### src/hdl/ebc_pkg.sv
// ============================================================================
// ebc_pkg: shared constants and functions for the ellipse box/covariance block
// Holds the CORDIC angle table, the gain seed and the fixed output limits.
// ============================================================================
package ebc_pkg;

    localparam int CORDIC_STAGES_DEF = 16;
    localparam int AXIS_BITS_DEF     = 16;
    localparam int ANGLE_BITS_DEF    = 16;

    // CORDIC datapath: Q2.30 in a signed 34-bit word, angle in a 33-bit word
    localparam int CW = 34;
    localparam int ZW = 33;
    localparam logic signed [CW-1:0] GAIN_Q30 = 34'sd652032874;

    localparam int CENTER_W = 20;
    localparam int SIZE_W   = 17;
    localparam int COV_W    = 32;
    localparam int SQRT_IN_W = 34;      // 4*cov fits in 34 bits
    localparam int SQRT_STEPS = 17;     // one result bit per cell

    function automatic logic signed [ZW-1:0] atan_turn(input int i);
        logic [31:0] v;
        case (i)
            0:  v = 32'h20000000;  1:  v = 32'h12E4051E;  2:  v = 32'h09FB385B;
            3:  v = 32'h051111D4;  4:  v = 32'h028B0D43;  5:  v = 32'h0145D7E1;
            6:  v = 32'h00A2F61E;  7:  v = 32'h00517C55;  8:  v = 32'h0028BE53;
            9:  v = 32'h00145F2F;  10: v = 32'h000A2F98;  11: v = 32'h000517CC;
            12: v = 32'h00028BE6;  13: v = 32'h000145F3;  14: v = 32'h0000A2FA;
            15: v = 32'h0000517D;  16: v = 32'h000028BE;  17: v = 32'h0000145F;
            18: v = 32'h00000A30;  19: v = 32'h00000518;  20: v = 32'h0000028C;
            21: v = 32'h00000146;  22: v = 32'h000000A3;  23: v = 32'h00000051;
            default: v = 32'h0;
        endcase
        return $signed({1'b0, v});
    endfunction

endpackage

### src/hdl/ebc_sqrt_cell.sv
// ============================================================================
// ebc_sqrt_cell: one restoring square-root step
// Resolves one result bit and hands remainder and partial root onward.
// ============================================================================
module ebc_sqrt_cell
    import ebc_pkg::*;
#(
    parameter int STEP = 0      // bit weight 4^STEP of this cell
) (
    input  logic                 clk,
    input  logic                 en,
    input  logic [SQRT_IN_W-1:0] rem_in,
    input  logic [SQRT_IN_W-1:0] root_in,
    output logic [SQRT_IN_W-1:0] rem_out,
    output logic [SQRT_IN_W-1:0] root_out
);
    logic [SQRT_IN_W-1:0] bitv, trial, rem_next, root_next, rem_reg, root_reg;

    always_comb
    begin
        bitv  = SQRT_IN_W'(1) << (2 * STEP);
        trial = root_in + bitv;
        if (rem_in >= trial)
        begin
            rem_next  = rem_in - trial;
            root_next = (root_in >> 1) + bitv;
        end
        else
        begin
            rem_next  = rem_in;
            root_next = root_in >> 1;
        end
    end

    always_ff @(posedge clk)
    begin
        if (en)
        begin
            rem_reg  <= rem_next;
            root_reg <= root_next;
        end
    end

    assign rem_out  = rem_reg;
    assign root_out = root_reg;
endmodule
### config.mk
export PLATFORM = sky130hd
export DESIGN_NAME = ebc_sqrt_cell
export DESIGN_NICKNAME = d
export VERILOG_FILES = /design/src/hdl/ebc_pkg.sv /design/src/hdl/ebc_sqrt_cell.sv
export SDC_FILE = /design/constraint.sdc
export NUM_CORES = 1
export LEC_CHECK = 0
export ABC_AREA = 1
export CORE_MARGIN = 2
export CORE_UTILIZATION = 48
export DETAILED_ROUTE_END_ITERATION = 7
export DONT_BUFFER_PORTS = 1
export PLACE_DENSITY = 0.65
export SKIP_LAST_GASP = 1
export SYNTH_ARGS = -nofsm -noshare
export SYNTH_HDL_FRONTEND = slang
export SYNTH_SLANG_ARGS = --single-unit
### constraint.sdc
create_clock -name clk -period 5.1 [get_ports clk]
set_clock_uncertainty 0.2 [all_clocks]
set_input_delay 1.02 -clock clk [delete_from_list [all_inputs] [get_ports clk]]
set_output_delay 1.02 -clock clk [all_outputs]
set_load 0.05 [all_outputs]
==> impl_metrics.env <==
export IMPL_area_growth_pct=5.83
export IMPL_fin_cells=1202
export IMPL_io_buffers=0
export IMPL_max_stage_delay_ps=380
export IMPL_vias_per_cell=5.27
export IMPL_floorplan_die_height_um=122
export IMPL_cp_max_fo=58
export IMPL_drtIter0Drc=576
export IMPL_slowest_stage="nor3_1"
export IMPL_synth_nets=1126
export IMPL_cp_num_buf_inv=2
export IMPL_synth_edf_count=68
export IMPL_crit_path_end_kind="register"
export IMPL_place_area_mm2=0.00682
export IMPL_min_path_cells=0
export IMPL_fillers=1501
export IMPL_ios=138
export IMPL_async_flop_share_pct=0
export IMPL_synth_top_area_share_pct=30.5
export IMPL_die_x_um=122
export IMPL_cts_hold_buffers_added=0
export IMPL_ys_top_cells_by_count="nand2_1, inv_1, nor2_1"
export IMPL_wl_um=21200
export IMPL_cts_buffers=9
export IMPL_grt_max_degree=69
export IMPL_setup_viol=0
export IMPL_grt_pass1_wl_um=31900
export IMPL_synth_cells=1019
export IMPL_yosysSeqAreaShare_pct=30.5
export IMPL_synth_area_mm2=0.00669
export IMPL_grt_pass1_vias=5948
export IMPL_fin_ws_ps=293
export IMPL_cts_root_buffer="clkbuf_16"
export IMPL_rsz0062_at_grt="false"
export IMPL_min_period_ps=4810
export IMPL_htreeDepth=3
export IMPL_drtAntennaViolNets=0
export IMPL_yosys_area_top_type="edfxtp_1"
export IMPL_ff_latch_area_mm2=0.00204
export IMPL_clk_path_buf_depth=2
export IMPL_crit_arrival_ps=4670
export IMPL_wl_per_cell_um=17.6
export IMPL_drcViolationCount=0
export IMPL_totalPowerFinal_mw=2.11
export IMPL_yosys_cell_count_top_type="nand2_1"
export IMPL_hold_end="rem_out[20]$_DFFE_PP_"
export IMPL_status="finished, final reports clean"
export IMPL_fin_crit_sh_pct=94.2
export IMPL_n_antenna_cell=0
export IMPL_crit_required_ps=4970
export IMPL_nNetsFinal=1124
export IMPL_gp_congestion=0.953
export IMPL_crit_top_cell="nand3_1"
export IMPL_synth_distinct_cells=32
export IMPL_vias=6332
export IMPL_synth_area_per_cell_um2=6.57
export IMPL_dpl_hpwl_um=17100
export IMPL_worst_hold_startpoint="en"
export IMPL_yosys_warnings=0
export IMPL_holdCritPathClass="input port to register"
export IMPL_clock_fmax_ghz=0.208
export IMPL_cts_tree="yes"
export IMPL_finalHoldViolCount=0
export IMPL_fin_area_mm2=0.00708
export IMPL_ys_flop_type="edfxtp_1"
export IMPL_drv_slew=0
export IMPL_grt_usage_pct=28.8
export IMPL_synth_seq_cells=68
export IMPL_worst_slew_pin_slew_ps=741
export IMPL_dp_cells=1186
export IMPL_p_leak_nw=3.42
export IMPL_antenna_found_initial=0
export IMPL_start_util_pct=48.6
export IMPL_power_density_mw_per_mm2=297
export IMPL_pre_cts_ws_ps=-42.7
export IMPL_placementRows=43
export IMPL_start_kind="input port"
export IMPL_core_mm2=0.0138
export IMPL_dieArea_mm2=0.0149
export IMPL_timing_max_cap_violations=0
export IMPL_timing_slew_headroom_pct=50.5
export IMPL_layout_drive_gt1_share_pct=3.33
export IMPL_cpLargestDelayFamily="simple AND/OR/NAND/NOR gates"
export IMPL_clkTransAtPathRegs_ps=60
export IMPL_dr_pass1_iters=5
export IMPL_cp_cell_sequence="ha_1, nand3_1, nor2_1, inv_1, nor3_1, nand3_1, xor2_1, ha_1, nand2_1, nor2_2, nand2_1, nor2_2, nand3_1, nand3_1, nor2_2, nand2_4, buf_6, o21ai_0"
export IMPL_multiInputGateArea_mm2=0.00398
export IMPL_synthTopCellsByArea="edfxtp_1, nand2_1, xor2_1"
export IMPL_cts_sinks=68
export IMPL_grt_ovfl_total=0
export IMPL_peakVddDrop_mv=0.155
export IMPL_criticalPathCategory="input port to register"
[cell type report]
type	instances	share of cell area, %
clock buffer	10	3.23
clock inverter	6	0.442
inverter	145	7.69
multi-input combinational	790	56.3
sequential	68	28.8
tap	180	3.18
timing repair buffer	3	0.371
[layer usage]
metal  up-vias  GRT usage [%]  part of all wire (%)
met5         -              0                     0
met4         0           10.1                   2.5
met3        31           5.66                   7.3
met2       212           48.6                    47
met1      2862           36.7                    43
li1       3227              -                     -
[repair_timing]
action	4_1_cts	5_1_grt
setup buffers	0	0
setup endpoints to repair	0	19
resized for setup	0	1
[sequential cells by signal, summed over array words and instances, names as in the netlist]
signal,flops
rem_out,34
root_out,34
[stage by stage]
stage                     TNS [ps]  util, %  hold WS, ps
after CTS                        0     51.4          574
after detailed placement     -63.8     49.5          941
after floorplan                  0        -          932
after global placement        -509     49.5          938
after global routing             0     51.4          571
final                            0     51.4          574
[kinds of logic after synthesis]
group / after synthesis / share of synthesized area, %
buffers and inverters: 161 / 9.95
flip-flops: 68 / 30.5
AO/OA/AOI/OAI: 71 / 5.55
AND/OR/NAND/NOR: 609 / 37.4
XOR/XNOR: 73 / 9.55
adder cells (fa/ha/maj): 37 / 7.03
[placed cells by master (no fill, tap or decap), drive strengths merged]
cell / Yosys / routed
inv: 144 / 144
edfxtp: 68 / 68
and2: 1 / 1
xnor2: 5 / 5
clkbuf: 2 / 10
fa: 1 / 1
nor2: 101 / 101
clkinv: 1 / 5
nand3b: 6 / 6
or2: 1 / 1
nand3: 54 / 54
o21ai: 37 / 37
nand2: 408 / 408
and3: 1 / 1
o21bai: 3 / 3
nor3: 19 / 19
nand4: 14 / 14
xor2: 68 / 68
a21boi: 1 / 1
a21oi: 29 / 29
buf: 14 / 3
nor4: 4 / 4
clkinvlp: 0 / 2
o211ai: 1 / 1
ha: 36 / 36
[where the power goes]
| group | switching, mW | internal (mW) | leakage (nW) |
|---|---|---|---|
| Sequential | 0.294 | 0.726 | 0.663 |
| Combinational | 0.341 | 0.164 | 2.63 |
| Clock | 0.257 | 0.323 | 0.121 |
[how the worst max path moves through the flow]
| stage | from | end | cells after the start |
|---|---|---|---|
| floorplan | root_in[1] | root_out[24]$_DFFE_PP_ | 21 |
| global placement | root_in[1] | root_out[18]$_DFFE_PP_ | 18 |
| detailed placement | root_in[1] | root_out[18]$_DFFE_PP_ | 18 |
| CTS | root_in[1] | root_out[18]$_DFFE_PP_ | 18 |
| global route | root_in[1] | rem_out[31]$_DFFE_PP_ | 17 |
| finish | root_in[1] | root_out[18]$_DFFE_PP_ | 18 |
Note: power is estimated with default switching activity, not from simulation.
